$ cat config.mk
export PLATFORM = sky130hd
export DESIGN_NAME = crc_framed_batch_uplink
export DESIGN_NICKNAME = d
export VERILOG_FILES = /design/src/sv/cfbu_pkg.sv /design/src/sv/cfbu_front.sv /design/src/sv/cfbu_back.sv /design/src/sv/crc_framed_batch_uplink.sv
export VERILOG_INCLUDE_DIRS = /design/src /design/src/sv
export SDC_FILE = /design/constraint.sdc
export NUM_CORES = 2
export LEC_CHECK = 0
export ABC_AREA = 1
export BUFFER_PORTS_ARGS = -buffer_cell sky130_fd_sc_hd__clkbuf_2
export CAP_MARGIN = 40
export CORE_UTILIZATION = 63
export DETAILED_ROUTE_END_ITERATION = 8
export PLACE_DENSITY = 0.8
export SYNTH_ARGS = -nofsm -noshare
export SYNTH_HDL_FRONTEND = slang
export SYNTH_SLANG_ARGS = --single-unit
$ cat constraint.sdc
create_clock -name aclk -period 7.9 [get_ports aclk]
set_clock_uncertainty 0.1 [all_clocks]
set_input_delay 0.395 -clock aclk [delete_from_list [all_inputs] [get_ports aclk]]
set_output_delay 0.395 -clock aclk [all_outputs]
set_load 0.01 [all_outputs]
$ cat src/sv/crc_framed_batch_uplink_defines.svh
// assertion helpers
`ifndef CRC_FRAMED_BATCH_UPLINK_DEFINES_SVH
`define CRC_FRAMED_BATCH_UPLINK_DEFINES_SVH

`define CFBU_ASSERT_IMP(label, clk, rstn, ante, cons, msg) \
    label: assert property (@(posedge clk) disable iff (!rstn) (ante) |-> (cons)) \
        else $error(msg);

`define CFBU_ASSERT_NEXT(label, clk, rstn, ante, cons, msg) \
    label: assert property (@(posedge clk) disable iff (!rstn) (ante) |=> (cons)) \
        else $error(msg);

`endif

$ cat src/sv/cfbu_pkg.sv
package cfbu_pkg;

    typedef enum logic [1:0] {
        REQ_MSG  = 2'd0,
        REQ_HOST = 2'd1,
        REQ_TICK = 2'd2,
        REQ_NONE = 2'd3
    } req_t;

    typedef enum logic [1:0] {
        KIND_TX    = 2'd0,
        KIND_QUEUE = 2'd1,
        KIND_DROP  = 2'd2,
        KIND_TIME  = 2'd3
    } kind_t;

    typedef enum logic [1:0] {
        MODE_IDLE = 2'd0,
        MODE_SYNC = 2'd1,
        MODE_ACK  = 2'd2
    } mode_t;

    typedef enum logic [2:0] {
        ST_IDLE,
        ST_CRC_RD,
        ST_CRC,
        ST_HDR,
        ST_PAY_RD,
        ST_PAY
    } bst_t;

    localparam logic [7:0]  HOST_SYNC  = 8'h11;
    localparam logic [7:0]  HOST_START = 8'h25;
    localparam logic [7:0]  HOST_ACK   = 8'h07;
    localparam logic [15:0] CRC_INIT   = 16'hFFFF;
    localparam logic [15:0] CRC_POLY   = 16'h1021;
    localparam logic [15:0] TIMEOUT_RESET = 16'd1000;

    typedef struct packed {
        req_t       req;
        logic [7:0] data;
    } item_t;

    function automatic logic [15:0] crc_byte(logic [15:0] crc_in, logic [7:0] b);
        logic [15:0] c;
        c = crc_in ^ {b, 8'h00};
        for (int i = 0; i < 8; i++) begin
            c = c[15] ? ({c[14:0], 1'b0} ^ CRC_POLY) : {c[14:0], 1'b0};
        end
        return c;
    endfunction

endpackage

$ cat src/sv/cfbu_front.sv
module cfbu_front import cfbu_pkg::*; (
    input  logic       aclk,
    input  logic       aresetn,
    input  logic       in_valid,
    output logic       in_ready,
    input  logic [1:0] in_req,
    input  logic [7:0] in_data,
    output logic       q_valid,
    input  logic       q_ready,
    output item_t      q_item
);
    item_t q_reg [2];
    logic [1:0] cnt_reg;
    logic       rd_reg, wr_reg;
    logic       push, pop;

    assign in_ready = cnt_reg != 2'd2;
    assign push     = in_valid && in_ready && in_req != REQ_NONE;
    assign q_valid  = cnt_reg != 2'd0;
    assign pop      = q_valid && q_ready;
    assign q_item   = q_reg[rd_reg];

    always_ff @(posedge aclk) begin
        if (!aresetn) begin
            cnt_reg <= '0;
            rd_reg  <= 1'b0;
            wr_reg  <= 1'b0;
        end else begin
            if (push) wr_reg <= ~wr_reg;
            if (pop) rd_reg <= ~rd_reg;
            cnt_reg <= cnt_reg + {1'b0, push} - {1'b0, pop};
        end
        if (push) q_reg[wr_reg] <= '{req: req_t'(in_req), data: in_data};
    end
endmodule

$ cat src/sv/cfbu_back.sv
module cfbu_back import cfbu_pkg::*; #(
    parameter int QUEUE_SLOTS = 16,
    parameter int MSG_BYTES   = 16,
    parameter int BATCH_MSGS  = 2
) (
    input  logic        aclk,
    input  logic        aresetn,
    input  logic [15:0] timeout,
    input  logic        q_valid,
    output logic        q_ready,
    input  item_t       q_item,
    output logic        m_valid,
    input  logic        m_ready,
    output logic [1:0]  m_out_kind,
    output logic [7:0]  m_tx_byte,
    output logic [31:0] m_time_first,
    output logic [31:0] m_time_second,
    output logic        m_last,
    output logic        busy
);
    localparam int SW = $clog2(QUEUE_SLOTS);
    localparam int BW = (MSG_BYTES > 1) ? $clog2(MSG_BYTES) : 1;
    localparam int DEPTH = QUEUE_SLOTS * MSG_BYTES;
    localparam int AW = $clog2(DEPTH);
    localparam int LW = $clog2(BATCH_MSGS * MSG_BYTES + 1);
    localparam int PW = $clog2(BATCH_MSGS * MSG_BYTES + 4);

    logic [7:0] mem [DEPTH];
    logic [7:0] rdata_reg;

    logic [SW-1:0] head_reg, head_next, tail_reg, tail_next, rd_slot_reg, rd_slot_next;
    logic [BW-1:0] fill_reg, fill_next, rd_byte_reg, rd_byte_next;
    logic [1:0]    cnt_reg, cnt_next, msg_reg, msg_next;
    mode_t         mode_reg, mode_next;
    logic [2:0]    sync_cnt_reg, sync_cnt_next;
    logic [63:0]   sync_reg, sync_next;
    logic [15:0]   timer_reg, timer_next, crc_reg, crc_next;
    logic [PW-1:0] pos_reg, pos_next;
    bst_t          st_reg, st_next;

    logic        ov_reg, ov_next;
    logic [1:0]  ok_reg, ok_next;
    logic [7:0]  ob_reg, ob_next;
    logic [31:0] ot1_reg, ot1_next, ot2_reg, ot2_next;
    logic        ol_reg, ol_next;
    logic        pend_reg, pend_next;

    logic          mem_we;
    logic [AW-1:0] wa, ra;
    logic [SW-1:0] head_inc, tail_inc, rd_inc;
    logic          can_out;
    logic [LW-1:0] len;

    function automatic logic [SW-1:0] inc_slot(logic [SW-1:0] s);
        return (s == SW'(QUEUE_SLOTS - 1)) ? '0 : s + 1'b1;
    endfunction

    function automatic logic [SW-1:0] dec_slot(logic [SW-1:0] s);
        return (s == '0) ? SW'(QUEUE_SLOTS - 1) : s - 1'b1;
    endfunction

    assign head_inc = inc_slot(head_reg);
    assign tail_inc = inc_slot(tail_reg);
    assign rd_inc   = inc_slot(rd_slot_reg);
    assign wa = AW'(head_reg * MSG_BYTES) + AW'(fill_reg);
    assign ra = AW'(rd_slot_reg * MSG_BYTES) + AW'(rd_byte_reg);
    assign len = LW'(msg_reg * MSG_BYTES);
    assign can_out = !ov_reg || m_ready;
    assign busy = st_reg != ST_IDLE || ov_reg || pend_reg;

    assign m_valid = ov_reg;
    assign m_out_kind = ok_reg;
    assign m_tx_byte = ob_reg;
    assign m_time_first = ot1_reg;
    assign m_time_second = ot2_reg;
    assign m_last = ol_reg;

    always_ff @(posedge aclk) begin
        if (mem_we) mem[wa] <= q_item.data;
        rdata_reg <= mem[ra];
    end

    always_ff @(posedge aclk) begin
        if (!aresetn) begin
            head_reg <= '0; tail_reg <= '0; fill_reg <= '0;
            mode_reg <= MODE_IDLE; sync_cnt_reg <= '0; sync_reg <= '0;
            timer_reg <= '0; st_reg <= ST_IDLE; ov_reg <= 1'b0; pend_reg <= 1'b0;
        end else begin
            head_reg <= head_next; tail_reg <= tail_next; fill_reg <= fill_next;
            mode_reg <= mode_next; sync_cnt_reg <= sync_cnt_next; sync_reg <= sync_next;
            timer_reg <= timer_next; st_reg <= st_next; ov_reg <= ov_next;
            pend_reg <= pend_next;
        end
        rd_slot_reg <= rd_slot_next; rd_byte_reg <= rd_byte_next;
        cnt_reg <= cnt_next; msg_reg <= msg_next; crc_reg <= crc_next; pos_reg <= pos_next;
        ok_reg <= ok_next; ob_reg <= ob_next; ot1_reg <= ot1_next; ot2_reg <= ot2_next;
        ol_reg <= ol_next;
    end

    always_comb begin
        head_next = head_reg; tail_next = tail_reg; fill_next = fill_reg;
        mode_next = mode_reg; sync_cnt_next = sync_cnt_reg; sync_next = sync_reg;
        timer_next = timer_reg; st_next = st_reg;
        rd_slot_next = rd_slot_reg; rd_byte_next = rd_byte_reg;
        cnt_next = cnt_reg; msg_next = msg_reg; crc_next = crc_reg; pos_next = pos_reg;
        ov_next = ov_reg && !m_ready; ok_next = ok_reg; ob_next = ob_reg;
        ot1_next = ot1_reg; ot2_next = ot2_reg; ol_next = ol_reg;
        pend_next = pend_reg;
        q_ready = 1'b0; mem_we = 1'b0;
        unique case (st_reg)
            ST_IDLE: begin
                if (pend_reg) begin
                    // ack byte after time set
                    if (can_out) begin
                        ov_next = 1'b1; ok_next = KIND_TX; ob_next = HOST_ACK;
                        ot1_next = '0; ot2_next = '0; ol_next = 1'b1; pend_next = 1'b0;
                    end
                end else if (can_out && q_valid) begin
                    q_ready = 1'b1;
                    case (q_item.req)
                        REQ_MSG: begin
                            mem_we = 1'b1;
                            if (fill_reg == BW'(MSG_BYTES - 1)) begin
                                fill_next = '0;
                                ov_next = 1'b1; ob_next = '0; ot1_next = '0;
                                ot2_next = '0; ol_next = 1'b1;
                                if (head_inc == tail_reg) ok_next = KIND_DROP;
                                else begin
                                    ok_next = KIND_QUEUE; head_next = head_inc;
                                end
                            end else fill_next = fill_reg + 1'b1;
                        end
                        REQ_HOST: begin
                            if (mode_reg == MODE_SYNC) begin
                                sync_next = sync_reg |
                                    ({56'd0, q_item.data} << {sync_cnt_reg, 3'b000});
                                sync_cnt_next = sync_cnt_reg + 1'b1;
                                if (sync_cnt_reg == 3'd7) begin
                                    ov_next = 1'b1; ok_next = KIND_TIME; ob_next = '0;
                                    ot1_next = sync_next[31:0]; ot2_next = sync_next[63:32];
                                    ol_next = 1'b0; pend_next = 1'b1;
                                    sync_next = '0; mode_next = MODE_IDLE;
                                end
                            end else if (mode_reg == MODE_ACK) begin
                                if (q_item.data == HOST_ACK) begin
                                    mode_next = MODE_IDLE; timer_next = '0;
                                end
                            end else if (q_item.data == HOST_SYNC) begin
                                mode_next = MODE_SYNC; sync_cnt_next = '0; sync_next = '0;
                            end else if (q_item.data == HOST_START && tail_reg != head_reg) begin
                                // count messages taken
                                if (BATCH_MSGS > 1 && tail_inc != head_reg) begin
                                    msg_next = 2'd2; tail_next = inc_slot(tail_inc);
                                end else begin
                                    msg_next = 2'd1; tail_next = tail_inc;
                                end
                                rd_slot_next = tail_reg; rd_byte_next = '0;
                                cnt_next = '0; crc_next = CRC_INIT;
                                mode_next = MODE_ACK;
                                timer_next = timeout;
                                st_next = ST_CRC_RD;
                            end
                        end
                        REQ_TICK: begin
                            if (mode_reg == MODE_ACK) begin
                                if (timer_reg <= 16'd1) begin
                                    timer_next = '0; mode_next = MODE_IDLE;
                                end else timer_next = timer_reg - 1'b1;
                            end
                        end
                        default: ;
                    endcase
                end
            end
            ST_CRC_RD: st_next = ST_CRC;
            ST_CRC: begin
                crc_next = crc_byte(crc_reg, rdata_reg);
                if (rd_byte_reg == BW'(MSG_BYTES - 1)) begin
                    rd_byte_next = '0; rd_slot_next = rd_inc; cnt_next = cnt_reg + 1'b1;
                    if (cnt_reg + 1'b1 == msg_reg) begin
                        st_next = ST_HDR; pos_next = '0;
                        // rewind to first taken slot
                        rd_slot_next = (msg_reg == 2'd2) ? dec_slot(dec_slot(tail_reg)) :
                            dec_slot(tail_reg);
                        cnt_next = '0;
                    end else st_next = ST_CRC_RD;
                end else begin
                    rd_byte_next = rd_byte_reg + 1'b1; st_next = ST_CRC_RD;
                end
            end
            ST_HDR: begin
                if (can_out) begin
                    ov_next = 1'b1; ok_next = KIND_TX; ot1_next = '0; ot2_next = '0;
                    ol_next = 1'b0;
                    case (pos_reg[1:0])
                        2'd0: ob_next = 8'(len);
                        2'd1: ob_next = 8'(16'(len) >> 8);
                        2'd2: ob_next = crc_reg[7:0];
                        default: ob_next = crc_reg[15:8];
                    endcase
                    pos_next = pos_reg + 1'b1;
                    if (pos_reg == PW'(3)) st_next = ST_PAY_RD;
                end
            end
            ST_PAY_RD: st_next = ST_PAY;
            ST_PAY: begin
                if (can_out) begin
                    ov_next = 1'b1; ok_next = KIND_TX; ob_next = rdata_reg;
                    ot1_next = '0; ot2_next = '0; ol_next = 1'b0;
                    if (rd_byte_reg == BW'(MSG_BYTES - 1)) begin
                        rd_byte_next = '0; rd_slot_next = rd_inc; cnt_next = cnt_reg + 1'b1;
                        if (cnt_reg + 1'b1 == msg_reg) begin
                            ol_next = 1'b1; st_next = ST_IDLE;
                        end else st_next = ST_PAY_RD;
                    end else begin
                        rd_byte_next = rd_byte_reg + 1'b1; st_next = ST_PAY_RD;
                    end
                end
            end
            default: st_next = ST_IDLE;
        endcase
    end
endmodule

$ cat src/sv/crc_framed_batch_uplink.sv
// Batch uplink: message bytes fill a ring of fixed-size slots, host bytes drive
// time sync (0x11 then 8 bytes, answered 0x07) and batch transmission (0x25:
// length, CRC-16-CCITT low byte first, payload), ticks run the ack timeout.
// A two-entry input queue decouples intake from the back end. A start command
// reads the slot memory through its one registered port twice: a CRC pass over
// the payload, then, after the four header bytes, a pass that sends each byte.
`include "crc_framed_batch_uplink_defines.svh"
module crc_framed_batch_uplink import cfbu_pkg::*; #(
    parameter int QUEUE_SLOTS = 16,
    parameter int MSG_BYTES   = 16,
    parameter int BATCH_MSGS  = 2
) (
    input  logic        aclk,
    input  logic        aresetn,
    input  logic        cfg_we,
    input  logic [15:0] cfg_wdata,
    input  logic        s_valid,
    output logic        s_ready,
    input  logic [1:0]  s_req_type,
    input  logic [7:0]  s_data_byte,
    output logic        m_valid,
    input  logic        m_ready,
    output logic [1:0]  m_out_kind,
    output logic [7:0]  m_tx_byte,
    output logic [31:0] m_time_first,
    output logic [31:0] m_time_second,
    output logic        m_last
);
    logic [15:0] timeout_reg;
    logic        q_valid, q_ready, busy;
    item_t       q_item;

    always_ff @(posedge aclk) begin
        if (!aresetn) timeout_reg <= TIMEOUT_RESET;
        else if (cfg_we) timeout_reg <= cfg_wdata;
    end

    cfbu_front u_front (
        .aclk, .aresetn, .in_valid(s_valid), .in_ready(s_ready),
        .in_req(s_req_type), .in_data(s_data_byte),
        .q_valid, .q_ready, .q_item
    );

    cfbu_back #(.QUEUE_SLOTS(QUEUE_SLOTS), .MSG_BYTES(MSG_BYTES),
                .BATCH_MSGS(BATCH_MSGS)) u_back (
        .aclk, .aresetn, .timeout(timeout_reg), .q_valid, .q_ready, .q_item,
        .m_valid, .m_ready, .m_out_kind, .m_tx_byte, .m_time_first,
        .m_time_second, .m_last, .busy
    );

    `CFBU_ASSERT_IMP(a_time_not_last, aclk, aresetn, m_valid && m_out_kind == KIND_TIME, !m_last, "time set must be followed by ack")
    `CFBU_ASSERT_IMP(a_tx_clean, aclk, aresetn, m_valid && m_out_kind != KIND_TIME, m_time_first == 32'd0 && m_time_second == 32'd0, "time fields must be zero")
    `CFBU_ASSERT_NEXT(a_ack_follows, aclk, aresetn, m_valid && m_ready && m_out_kind == KIND_TIME, busy, "ack pending lost")
endmodule

==> results.cfg <==
[cts]
clockBufferDepth = 3
cts.reportedPaths.clkPinSlew_ns = 0.06
post_cts.resized_instances = 0
clkSinkCount = 2308
worst_skew_pair.late_latency_ns = 0.86
htree_num_levels = 4
tritoncts = done
tritoncts.num_buffers = 215
clockRootBuffer = sky130_fd_sc_hd__clkbuf_16

[final_layout]
area.growth.synth_to_final_pct = 10.6
final_cell_count_no_fill = 11000
layout_common_cells = sky130_fd_sc_hd__nand2_1, sky130_fd_sc_hd__edfxtp_1, sky130_fd_sc_hd__nand3_1, sky130_fd_sc_hd__nor2_1, sky130_fd_sc_hd__a21oi_1
fillcell_total = 9929
post_route_cells_drive_above_1_share_pct = 7.82
design_area_um2 = 106000
most_frequent_standard_cell_in_the_layout_excluding_fill_and_tap_cells = sky130_fd_sc_hd__nand2_1
sequential_cell_area_um2 = 68000
multiInputGateArea_um2 = 25000
layout.nets = 8788
largest_reg_flops = 2048
postLayoutCoreUtil_pct = 70.1

[synthesis]
count_of_yosys_warnings_during_synthesis = 0
count_of_different_cell_masters_after_synthesis = 45
netlist_area_um2 = 96300
synth_ff_type = sky130_fd_sc_hd__edfxtp_1
synthesis.instances = 8760
number_of_synthesized_flops_with_an_enable_pin = 2177
post_synth_arst_share_pct = 0
flip_flop_and_latch_count_after_synthesis = 2308
synth_seq_area_share_pct = 70.6
postSynthAreaPerCell_um2 = 11.0
mappedNetlistNets = 8819

[job]
cap_viol_max_count = 0

[die]
floorplan.die.width_um = 393
row_count = 143
overall_die_height_um = 393
core_area_um2 = 152000
io_pins = 108
initial_utilization_pct = 63.4
die_area_um2 = 154000

[global_route]
grt_start_max_net_pins = 257
globalRouteTotalUtil_pct = 32.8
grt_antenna_before_repair = 9
first_pass_grt_wire_length_um = 378000
globalRoute.totalOverflow = 0
first_global_vias = 65100

[critical_path]
reg2regPathDepth = 13
worst_path_most_repeated_cell = sky130_fd_sc_hd__nand3_1
data_required_critical_path_ns = 8.60
slowest_delay_ns = 0.71
cp_slowest_cell = sky130_fd_sc_hd__buf_4
worst-r2r-setup-slack_ns = 3.55
timing.critical_path.fanout_max = 213
r2r-start = u_back.rd_byte_reg[0]$_SDFFCE_PP0P_
endpoint_kind = register
critical_path.cell_chain = buf_12, buf_4, buf_4, nand2_1, nand3_1, nand3_1, nand3_1, nand3_1, nand3_1, nand3_1, nand2_1, nand2_1, nand2_1
worst_ep_arrival_time_ns = 5.05
startpoint_type = register
critical_path.reg2reg.endpoint = u_back.rdata_reg[7]$_DFF_P_
worstSetupPathType = register to register

[sta]
timing.hold.ws_ns = 0.204
final-hold-violation-count = 0
slew_headroom_pct = 14.1
drv_slew = 0
rsz_0062_raised_after_global_routing = false
setup_ws_ns = 3.55
period_needed_ns = 4.35
fin_tns_setup_ns = 0
timing_worst_slew_pin_value_ns = 1.29
max_clock_freq_ghz = 0.230
report.final.setup_viol = 0
post-route-period-util_pct = 55.0

[detailed_routing]
drc_errors = 2
drt_first_iter_violations = 9973
via_count = 67800
routedWlPerCell_um = 23.2
via_per_inst = 6.19
drt_wl_total_um = 254000
drt_pre_antenna_iters = 9
drt.antenna.violating_nets = 0

[pwr]
p_leak_nw = 38.6
cellPowerDensity_nw_per_um2 = 266
ir_drop_mv = 0.255
total_power_mw = 28.4

[hold_path]
timing.hold.worst.class = input port to register
holdCritStartpoint = s_data_byte[3]
timing.hold.worst_path_depth = 2
min_delay_worst_endpoint = u_front.q_reg[0][3]$_DFFE_PP_

[placed_design]
dp_cells = 10500
placement.io_buffers = 107
gp_congestion = 0.951
placed_area_um2 = 98700
dp_hpwl_um = 142000
place_worst_setup_slack_ns = 3.79

[outcome]
outcome = complete, but fails checks
violations = design-rule violations
==> routing by layer <==
layer  track usage [%]  part of all wire, %  vias to the layer above  wire, um
li1                  -                    -                    30100         -
met1              43.0                   36                    32300     90900
met2              51.5                   47                     4544    119000
met3              7.22                   12                      810     30900
met4              17.4                  5.5                        8     14000
met5                 0                0.018                        -        46
==> cells by family after synthesis <==
logic type / count (synthesis) / share of synthesized area (%)
and+or+nand+nor: 4929 / 21.2
DFF: 2308 / 70.6
buffers and inverters: 809 / 3.51
AOI/OAI and AO/OA: 641 / 3.90
xor gates and xnor gates: 45 / 0.409
adders and majority gates: 28 / 0.364
==> area by class of cell <==
type,instances,share of cell area [%]
flip-flops and latches,2308,63.9
multi-input cells,5643,23.5
clock buffers,258,5.32
repair buffers,285,2.51
well taps,2030,2.39
clock inverters,147,1.42
inverters,276,1.04
diodes,6,0.0141
==> what timing repair did <==
item / 4_1_cts / 5_1_grt
hold buffers: 52 / 0
endpoints found under the hold margin: 58 / 0
buffers inserted: 0 / 0
==> worst max path at each step <==
stage / endpoint / cells after the start / startpoint / slack (ns)
after floorplan: u_back.m_out_kind[0]$_DFFE_PP_ / 7 / register / 1.38
after global placement: u_back.mem[56][3]$_DFFE_PP_ / 9 / register / 3.58
after detailed placement: u_back.rdata_reg[7]$_DFF_P_ / 13 / u_back.rd_byte_reg[0]$_SDFFCE_PP0P_ / 3.79
after CTS: u_back.rdata_reg[7]$_DFF_P_ / 13 / u_back.rd_byte_reg[0]$_SDFFCE_PP0P_ / 3.71
after global routing: u_back.rdata_reg[7]$_DFF_P_ / 13 / u_back.rd_byte_reg[0]$_SDFFCE_PP0P_ / 3.34
final: u_back.rdata_reg[7]$_DFF_P_ / 13 / u_back.rd_byte_reg[0]$_SDFFCE_PP0P_ / 3.55
==> critical path, delay by kind of cell, from the launching register on <==
kind	cells	cell delay (ns)
AND/OR/NAND/NOR	10	1.22
buffers and inverters	3	2.06
flip-flops	1	0.69
==> power breakdown <==
part | internal [mW] | switching, mW
Sequential | 14.7 | 0.129
Clock | 5.92 | 4.58
Combinational | 0.563 | 2.47
Total | 21.2 | 7.18
==> cells in the mapped netlist, types with 53 or more instances <==
cell type	instances	area, um2
sky130_fd_sc_hd__nand2_1	3088	11600
sky130_fd_sc_hd__edfxtp_1	2177	65400
sky130_fd_sc_hd__nand3_1	1379	6900
sky130_fd_sc_hd__nor2_1	388	1460
sky130_fd_sc_hd__a21oi_1	341	1710
sky130_fd_sc_hd__clkbuf_1	269	1010
sky130_fd_sc_hd__inv_1	262	983
sky130_fd_sc_hd__buf_2	195	976
sky130_fd_sc_hd__o21ai_0	193	966
sky130_fd_sc_hd__dfxtp_1	131	2620
sky130_fd_sc_hd__a211oi_2	57	713
sky130_fd_sc_hd__buf_1	53	199
(Power assumes the default switching activity.)
